$ cat config.mk
export PLATFORM = sky130hd
export DESIGN_NAME = uart_rx_line_queue_unit
export DESIGN_NICKNAME = d
export VERILOG_FILES = /design/src/hw/rtl/urlq_pkg.sv /design/src/hw/rtl/urlq_ram.sv /design/src/hw/rtl/uart_rx_line_queue_unit.sv
export SDC_FILE = /design/constraint.sdc
export NUM_CORES = 2
export LEC_CHECK = 0
export BUFFER_PORTS_ARGS = -buffer_cell sky130_fd_sc_hd__buf_4
export CELL_PAD_IN_SITES_DETAIL_PLACEMENT = 0
export CELL_PAD_IN_SITES_GLOBAL_PLACEMENT = 1
export CORE_UTILIZATION = 56
export DETAILED_ROUTE_END_ITERATION = 7
export GPL_ROUTABILITY_DRIVEN = 1
export PLACE_DENSITY_LB_ADDON = 0.1
export SLEW_MARGIN = 30
export SYNTH_ARGS = -nofsm -noshare
export SYNTH_HDL_FRONTEND = slang
export SYNTH_SLANG_ARGS = --single-unit
$ cat constraint.sdc
create_clock -name clk -period 5.7 [get_ports clk]
set_input_delay 1.425 -clock clk [delete_from_list [all_inputs] [get_ports clk]]
set_output_delay 1.425 -clock clk [all_outputs]
set_load 0.03 [all_outputs]
$ cat src/hw/rtl/urlq_pkg.sv
// Shared types and constants for the UART receive line queue.
package urlq_pkg;

  typedef logic [7:0] byte_t;

  // Width of the caller buffer size field.
  localparam int SIZE_W = 7;

  // Operation codes carried by the op field.
  localparam logic OP_BYTE = 1'b0;
  localparam logic OP_TAKE = 1'b1;

  // Line terminators.
  localparam byte_t CH_LF = 8'h0A;
  localparam byte_t CH_CR = 8'h0D;

endpackage

$ cat src/hw/rtl/urlq_ram.sv
// Simple dual-port synchronous RAM with registered read.
module urlq_ram import urlq_pkg::*; #(
  parameter int AW = 6
) (
  input  logic          clk,
  input  logic          we,
  input  logic [AW-1:0] waddr,
  input  byte_t         wdata,
  input  logic [AW-1:0] raddr,
  output byte_t         rdata
);

  byte_t mem [2**AW];

  always_ff @(posedge clk) begin
    if (we) begin
      mem[waddr] <= wdata;
    end
    rdata <= mem[raddr];
  end

endmodule

$ cat src/hw/rtl/uart_rx_line_queue_unit.sv
// Received bytes are accepted while idle with no copy write pending and the output free;
// a finished line with stored characters then blocks input while it is copied from the
// partial-line RAM to the line RAM. A take is answered from a register when rejected or the
// queue is empty, after the length RAM read when it returns no character, else each character
// follows a registered line RAM read, can be held by output back-pressure, and input waits.
// Reset clears the queue pointers, line count and partial length; the RAMs are not cleared.
module uart_rx_line_queue_unit import urlq_pkg::*; #(
  parameter int LINE_BYTES  = 64,
  parameter int QUEUE_LINES = 4
) (
  input  logic              clk,
  input  logic              rst,
  input  logic              in_valid,
  output logic              in_ready,
  input  logic              op,
  input  byte_t             data_byte,
  input  logic [SIZE_W-1:0] out_size,
  output logic              out_valid,
  input  logic              out_ready,
  output logic              found,
  output logic              has_char,
  output byte_t             ch,
  output logic              last,
  output logic              more_pending
);

  localparam int POS_W   = $clog2(LINE_BYTES);
  localparam int SLOT_W  = (QUEUE_LINES > 1) ? $clog2(QUEUE_LINES) : 1;
  localparam int CNT_W   = $clog2(QUEUE_LINES + 1);
  localparam int PART_AW = (LINE_BYTES - 1 > 1) ? $clog2(LINE_BYTES - 1) : 1;
  localparam int STORE_AW = SLOT_W + POS_W;
  localparam logic [POS_W-1:0]  MAX_LEN   = POS_W'(LINE_BYTES - 1);
  localparam logic [SLOT_W-1:0] LAST_SLOT = SLOT_W'(QUEUE_LINES - 1);
  localparam logic [CNT_W-1:0]  FULL_CNT  = CNT_W'(QUEUE_LINES);

  typedef enum logic [1:0] {
    ST_IDLE,
    ST_COPY,
    ST_TAKE_LEN,
    ST_STREAM
  } state_t;

  state_t state;

  logic [POS_W-1:0]  plen;
  logic [POS_W-1:0]  zlen;
  logic              zseen;
  logic [SLOT_W-1:0] head_slot;
  logic [SLOT_W-1:0] tail_slot;
  logic [CNT_W-1:0]  line_count;

  logic [POS_W-1:0]  cp_idx;
  logic [POS_W-1:0]  cp_n;
  logic [SLOT_W-1:0] cp_slot;
  logic              cp_pend;
  logic [POS_W-1:0]  cp_wr_idx;

  logic [SLOT_W-1:0] tk_slot;
  logic [SIZE_W-1:0] tk_lim;
  logic [POS_W-1:0]  tk_n;
  logic [POS_W-1:0]  tk_idx;
  logic              tk_more;
  logic              rd_ok;

  byte_t part_rdata;
  byte_t store_rdata;
  byte_t len_rdata;

  logic              accept;
  logic              is_term;
  logic [POS_W-1:0]  line_n;
  logic              push;
  logic              part_we;
  logic [POS_W-1:0]  stored_len;
  logic [POS_W-1:0]  take_n;
  logic              out_free;
  logic              char_load;
  logic              char_last;

  function automatic logic [SLOT_W-1:0] slot_inc(input logic [SLOT_W-1:0] s);
    return (s == LAST_SLOT) ? '0 : s + 1'b1;
  endfunction

  assign out_free = !out_valid || out_ready;
  assign in_ready = (state == ST_IDLE) && !cp_pend && out_free;
  assign accept   = in_valid && in_ready;
  assign is_term  = (data_byte == CH_LF) || (data_byte == CH_CR);

  // A zero byte cuts the stored line at its position.
  assign line_n  = zseen ? zlen : plen;
  assign push    = accept && (op == OP_BYTE) && is_term && (plen != '0) &&
                   (line_count < FULL_CNT);
  assign part_we = accept && (op == OP_BYTE) && !is_term && (plen < MAX_LEN);

  assign stored_len = len_rdata[POS_W-1:0];
  assign take_n     = (SIZE_W'(stored_len) > tk_lim) ? tk_lim[POS_W-1:0] : stored_len;

  assign char_load = (state == ST_STREAM) && rd_ok && out_free;
  assign char_last = (tk_idx == tk_n - 1'b1);

  urlq_ram #(.AW(PART_AW)) u_part_ram (
    .clk   (clk),
    .we    (part_we),
    .waddr (plen[PART_AW-1:0]),
    .wdata (data_byte),
    .raddr (cp_idx[PART_AW-1:0]),
    .rdata (part_rdata)
  );

  urlq_ram #(.AW(STORE_AW)) u_line_ram (
    .clk   (clk),
    .we    (cp_pend),
    .waddr ({cp_slot, cp_wr_idx}),
    .wdata (part_rdata),
    .raddr ({tk_slot, tk_idx}),
    .rdata (store_rdata)
  );

  urlq_ram #(.AW(SLOT_W)) u_len_ram (
    .clk   (clk),
    .we    (push),
    .waddr (head_slot),
    .wdata (8'(line_n)),
    .raddr (tail_slot),
    .rdata (len_rdata)
  );

  always_ff @(posedge clk) begin
    if (rst) begin
      state      <= ST_IDLE;
      plen       <= '0;
      zseen      <= 1'b0;
      head_slot  <= '0;
      tail_slot  <= '0;
      line_count <= '0;
      cp_pend    <= 1'b0;
      rd_ok      <= 1'b0;
      out_valid  <= 1'b0;
    end else begin
      cp_pend <= 1'b0;
      if (out_ready) begin
        out_valid <= 1'b0;
      end
      case (state)
        ST_IDLE: begin
          if (accept && (op == OP_BYTE)) begin
            if (is_term) begin
              if (plen != '0) begin
                plen  <= '0;
                zseen <= 1'b0;
              end
              if (push) begin
                cp_n       <= line_n;
                cp_idx     <= '0;
                cp_slot    <= head_slot;
                head_slot  <= slot_inc(head_slot);
                line_count <= line_count + 1'b1;
                if (line_n != '0) begin
                  state <= ST_COPY;
                end
              end
            end else if (plen < MAX_LEN) begin
              plen <= plen + 1'b1;
              if (!zseen && (data_byte == 8'h00)) begin
                zseen <= 1'b1;
                zlen  <= plen;
              end
            end else begin
              // Overlong line: drop it along with this byte.
              plen  <= '0;
              zseen <= 1'b0;
            end
          end else if (accept) begin
            if ((out_size == '0) || (line_count == '0)) begin
              out_valid    <= 1'b1;
              found        <= 1'b0;
              has_char     <= 1'b0;
              ch           <= '0;
              last         <= 1'b1;
              more_pending <= (out_size == '0) && (line_count != '0);
            end else begin
              tk_slot    <= tail_slot;
              tk_lim     <= out_size - 1'b1;
              tk_more    <= (line_count != CNT_W'(1));
              tail_slot  <= slot_inc(tail_slot);
              line_count <= line_count - 1'b1;
              state      <= ST_TAKE_LEN;
            end
          end
        end
        ST_COPY: begin
          cp_pend   <= 1'b1;
          cp_wr_idx <= cp_idx;
          if (cp_idx == cp_n - 1'b1) begin
            state <= ST_IDLE;
          end else begin
            cp_idx <= cp_idx + 1'b1;
          end
        end
        ST_TAKE_LEN: begin
          if (take_n == '0) begin
            out_valid    <= 1'b1;
            found        <= 1'b1;
            has_char     <= 1'b0;
            ch           <= '0;
            last         <= 1'b1;
            more_pending <= tk_more;
            state        <= ST_IDLE;
          end else begin
            tk_n   <= take_n;
            tk_idx <= '0;
            rd_ok  <= 1'b0;
            state  <= ST_STREAM;
          end
        end
        ST_STREAM: begin
          // The line RAM read is registered, so rd_ok is cleared on each address change.
          rd_ok <= 1'b1;
          if (char_load) begin
            out_valid    <= 1'b1;
            found        <= 1'b1;
            has_char     <= 1'b1;
            ch           <= store_rdata;
            last         <= char_last;
            more_pending <= tk_more;
            if (char_last) begin
              state <= ST_IDLE;
            end else begin
              tk_idx <= tk_idx + 1'b1;
              rd_ok  <= 1'b0;
            end
          end
        end
        default: begin
          state <= ST_IDLE;
        end
      endcase
    end
  end

  a_count_bound: assert property (@(posedge clk) disable iff (rst)
    line_count <= FULL_CNT)
    else $error("line count exceeds queue depth");

  a_ptr_empty: assert property (@(posedge clk) disable iff (rst)
    (line_count == '0) |-> (head_slot == tail_slot))
    else $error("empty queue with head and tail apart");

  a_ptr_full: assert property (@(posedge clk) disable iff (rst)
    (line_count == FULL_CNT) |-> (head_slot == tail_slot))
    else $error("full queue with head and tail apart");

  a_copy_block: assert property (@(posedge clk) disable iff (rst)
    cp_pend |-> !in_ready)
    else $error("item accepted while a line copy write is pending");

  a_plen_bound: assert property (@(posedge clk) disable iff (rst)
    plen <= MAX_LEN)
    else $error("partial line length out of range");

endmodule
Word-level counts from Yosys, hierarchy flattened
Memory sizes are Yosys's and may differ from the RTL's. A register that Yosys moved wholly into a read port is not among the register bits.
Cells that the tools add are included.
{ "totals": {"register_bits": 79, "output_inout_bits": 14, "elab_cells": 205, "input_bits": 20, "ramBits": 2584, "memories": 3} }
{ "memory_table": {"columns": ["name", "depth", "word_bits", "rd", "rd_clocked_by_memory_dff", "wr", "line", "source"], "rows": [
  ["u_line_ram.mem", 256, 8, 1, 1, 1, "urlq_ram.sv:13", "byte_t mem [2**AW];"],
  ["u_part_ram.mem", 64, 8, 1, 1, 1, "urlq_ram.sv:13", null],
  ["u_len_ram.mem", 4, 6, 1, 1, 1, "urlq_ram.sv:13", null]
]} }
{ "classes": {"bitwise": 6, "n_addsub": 10, "order_cmp": 3, "n_eq_ne": 33, "n_reduce_logical": 47, "muxes": 79} }
{ "op_table": {"columns": ["operator", "count"], "rows": [
  ["$mux 6", 12],
  ["$mux 8", 5],
  ["$mux 1", 35],
  ["$ne 2x2->1 const B", 14],
  ["$mux 2", 12],
  ["$pmux 6 s2", 2],
  ["$pmux 8 s3", 1],
  ["$reduce_and 5->1", 4],
  ["$add 6x1->6 const B", 3],
  ["$eq 8x4->1 const B", 2],
  ["$mux 3", 5],
  ["$pmux 1 s3", 5],
  ["$logic_and 1x1->1", 13],
  ["$eq 6x6->1", 2],
  ["$reduce_and 4->1", 3],
  ["$reduce_and 6->1", 2],
  ["$reduce_bool 6->1", 2],
  ["$sub 6x1->6 const B", 2],
  ["$ne 3x2->1 const B", 3],
  ["$ne 3x3->1 const B", 3],
  ["$eq 2x2->1 const B", 4],
  ["$logic_not 8->1", 1],
  ["$pmux 2 s4", 1],
  ["$reduce_and 8->1", 1],
  ["other kinds (23)", 41]
]} }

Logic depth before layout (Yosys ltp)
{ "depth": {"depth_word": 12, "ltp_mapped": 13, "mapped_depth_nobuf": 9} }

Cells and area by module
From an unflattened synthesis, not the netlist that was laid out.
{ "hier_totals": {"cells_unflattened": 5114, "hier_area_um2": 105318.5} }
{ "modules_own_cells": {"columns": ["module", "seq_area_each_um2", "cells_each", "n_inst", "area_each_um2"], "rows": [
  ["urlq_ram (u_line_ram)", 61659.1, 3733, 1, 79556.3],
  ["urlq_ram (u_part_ram)", 15534.9, 940, 1, 20166.8],
  ["uart_rx_line_queue_unit", 2182.1, 387, 1, 4246.6],
  ["urlq_ram (u_len_ram)", 1121.1, 54, 1, 1348.8]
]} }

Least setup slack after synthesis
OpenSTA, ideal clock, no wires.
{ "synth_timing": {"path_kind": "reg2reg", "from": "register u_part_ram.rdata[0] (read register of u_part_ram.mem)", "to": "memory u_line_ram.mem[0][0] (netlist bit), data pin", "t_arrival_ns": 3.382, "n_path_buf": 0, "required_ns": 4.848, "stages_incl_launch_ff": 1, "path_slack_ns": 1.466, "setup_time_ns": 0.852, "period_less_slack_ns": 4.234, "path_cell_list": "dfxtp_1"} }
{ "synth_rtl": {"columns": ["item", "line", "source"], "rows": [
  ["start, declared", "urlq_ram.sv:10", "output byte_t rdata"],
  ["end, declared", "urlq_ram.sv:13", null]
]} }
Straight into the memory's write port.

Worst setup path after layout
{ "layout_timing": {"from": "register state[0]", "to": "output in_ready"} }
{ "layout_between": {"elab_chain_len": 3} }
{ "layout_rtl": {"columns": ["item", "line", "source"], "rows": [
  ["start, declared", "uart_rx_line_queue_unit.sv:43", "state_t state;"],
  ["start signal, assigned", "uart_rx_line_queue_unit.sv:130", "state <= ST_IDLE;"],
  ["start signal, assigned", "uart_rx_line_queue_unit.sv:159", "state <= ST_COPY;"],
  ["start signal, assigned", "uart_rx_line_queue_unit.sv:187", "state <= ST_TAKE_LEN;"],
  ["$logic_not 2->1", "uart_rx_line_queue_unit.sv:85", "assign in_ready = (state == ST_IDLE) && !cp_pend && out_free;"],
  ["$logic_and 1x1->1 (2 in series)", "uart_rx_line_queue_unit.sv:85", null],
  ["end, declared", "uart_rx_line_queue_unit.sv:14", "output logic in_ready,"]
]} }
No other way between the ends.

==> results.toml <==
[run_status]
status = "completed"

[global_routing]
grt_pass1_vias = 51412
grt_max_degree = 224
grt_pass1_wl_um = 362000
antenna_found_initial = 8
grt_overflow_total = 0
grt_usage_pct = 26.5

[placement]
post_dp_cell_area_mm2 = 0.108
globalplace.congestion = 0.830
port_buffers = 33
post-dp-hpwl_um = 147000
post-place-ws_ns = 0.907
dp.cells = 7459

[timing]
fin_ws_ns = 1.60
hold_ws_ns = 0.454
worst_pin_slew_ns = 1.08
fmax_mhz = 244
period_share_pct = 72.0
finalSetupViolations = 0
rsz0062_at_grt = "no"
skew_ns = 0.0292
fin_setup_tns_ns = 0
slew_headroom_pct = 27.9
fin_crit_ns = 4.10
slew_viol_final = 0
hold_viol = 0

[critical_path]
cp-start-kind = "flop"
cp_data_arrival_time_ns = 2.68
endpoint_kind = "primary output"
regToRegEndpoint = "u_part_ram.mem[4][6]"
critical_path.startpoint = "state[0]"
rr_startpoint = "state[0]"
cp.required_ns = 4.28
reg2reg_slack_ns = 1.68
worst-path-max-fanout = 16
rr_worst_depth = 7
crit_type = "reg2out"

[drt]
routed_via_density = 6.40
first_pass_iters = 5
wl_um = 249000
vias = 50976
drtIter0Drc = 5699
ant_nets = 0
post_drt_wl_per_cell_um = 31.2
drc = 0

[cts]
cts_tree = "done"
clk_pin_slew_ns = 0.06
htree_levels = 5
cts_resized = 0
cts_hold_repair.buffers = 0
clockRootBuffer = "clkbuf_16"
numClockSinks = 2685
clockBufferDepth = 4
clock_latency_ns = 0.93
cts_buffers = 291
post_cts_buffers = 0

[synth]
syn-num-nets = 5167
syn-cell-area_mm2 = 0.105
synth_edf_count = 2644
synth_top_cell_area_share_pct = 75.5
ys.flop_type = "edfxtp_1"
seq_area_frac_synth_pct = 76.3
synth_cells = 5124
ys_seq_elements = 2685
avgSynthCellArea_um2 = 20.5
synth_top_cell_by_area = "edfxtp_1"
synth_area_leaders = "edfxtp_1 (76%), mux4_2 (12%), mux2i_1 (3.5%)"
yosysWarnings = 0
ys_types = 80
postSynth.asyncResetShare_pct = 0

[layout]
nNetsFinal = 5320
final_cells = 7964
fin_area_mm2 = 0.117
layout_common_cells = "edfxtp_1 (2644), mux4_2 (547), nor2_1 (408)"
final_common_cell = "edfxtp_1"
drive_gt1_share_pct = 20.6
fill_cells = 12717
area_growth_syn_to_layout_pct = 11.3
fin_util_pct = 62.9

[min_path]
hold_path_class = "reg2reg"
min_to = "cp_wr_idx[3]"
worstHoldStart = "cp_idx[3]"
hold_path_depth = 0

[die]
start_util_pct = 56.6
die_w_um = 435
core-area_mm2 = 0.186
dieArea_mm2 = 0.189
rows = 158
fp.dieH_um = 435
boundaryPins = 34

[power]
power_density_mw_per_mm2 = 355
peakVddDrop_uv = 285
power_mw = 41.5
p_leak_nw = 37.2

[run]
cap_violations = 0
kinds of logic (layout without fill, tap and decap cells):
| family | after synthesis | in the layout | synth area share, % |
|---|---|---|---|
| and+or+nand+nor | 758 | 758 | 3.23 |
| DFF | 2685 | 2685 | 76.3 |
| xor gates and xnor gates | 32 | 32 | 0.267 |
| AOI/OAI and AO/OA | 377 | 377 | 2.58 |
| buffers and inverters | 321 | 680 | 1.85 |
| muxes | 928 | 928 | 15.5 |
| other | 0 | 1 | 0 |
| adders and majority gates | 23 | 23 | 0.274 |
layout make-up:
cell class	count	area, µm²	area share (%)
multi-input cells	2118	23000	19.7
flip-flops and latches	2685	80200	68.6
repair buffers	152	1550	1.33
well taps	2480	3100	2.65
diodes	1	2.50	0.00214
clock buffers	377	7880	6.74
inverters	29	114	0.0974
clock inverters	122	1030	0.877
per-layer routing:
metal	GRT usage [%]	wire length (µm)
met3	5.24	19700
met2	40.3	116000
met1	39.4	106000
met5	0	34
met4	8.20	7240
cells in the mapped netlist (31+ instances only):
master	n
a21oi_1	42
a221oi_1	37
a22oi_1	128
buf_2	58
buf_6	31
clkbuf_1	130
dfxtp_1	41
edfxtp_1	2644
mux2i_1	365
mux4_2	547
nand2_1	116
nand3_1	77
nor2_1	411
o21ai_0	35
o22ai_1	42
sequential cells by signal, summed over array words and instances (netlist names), 3 cells and up:
register          cells
u_line_ram.mem     2048
u_part_ram.mem      512
u_len_ram.mem        24
ch                    8
u_line_ram.rdata      8
u_part_ram.rdata      8
tk_lim                7
cp_idx                6
cp_n                  6
cp_wr_idx             6
plen                  6
tk_idx                6
tk_n                  6
u_len_ram.rdata       6
zlen                  6
line_count            3
power by group:
group          total, mW  internal, mW  switching, mW  leakage (nW)
registers           22.0          21.9          0.146          24.1
clock network       17.8          10.5           7.33          4.35
logic               1.65         0.523           1.13          8.71
total               41.5          32.9           8.60          37.2
worst max path at each step:
stage	to	slack [ns]	depth (start not counted)
after detailed placement	u_part_ram.mem[4][0]	0.91	7
after global placement	u_part_ram.mem[44][0]	0.98	7
after CTS	in_ready	1.58	4
after global routing	u_part_ram.mem[36][3]	1.44	7
after floorplan	u_line_ram.mem[0][0]	1.47	0
final	in_ready	1.60	4
worst max-delay path: stages (launching register included):
cell and delay, ns:
dfxtp_1 1.03, nor2_2 0.25, nand2_1 0.25, nor2_1 0.06
buf_4 0.19
(Power assumes the default switching activity.)
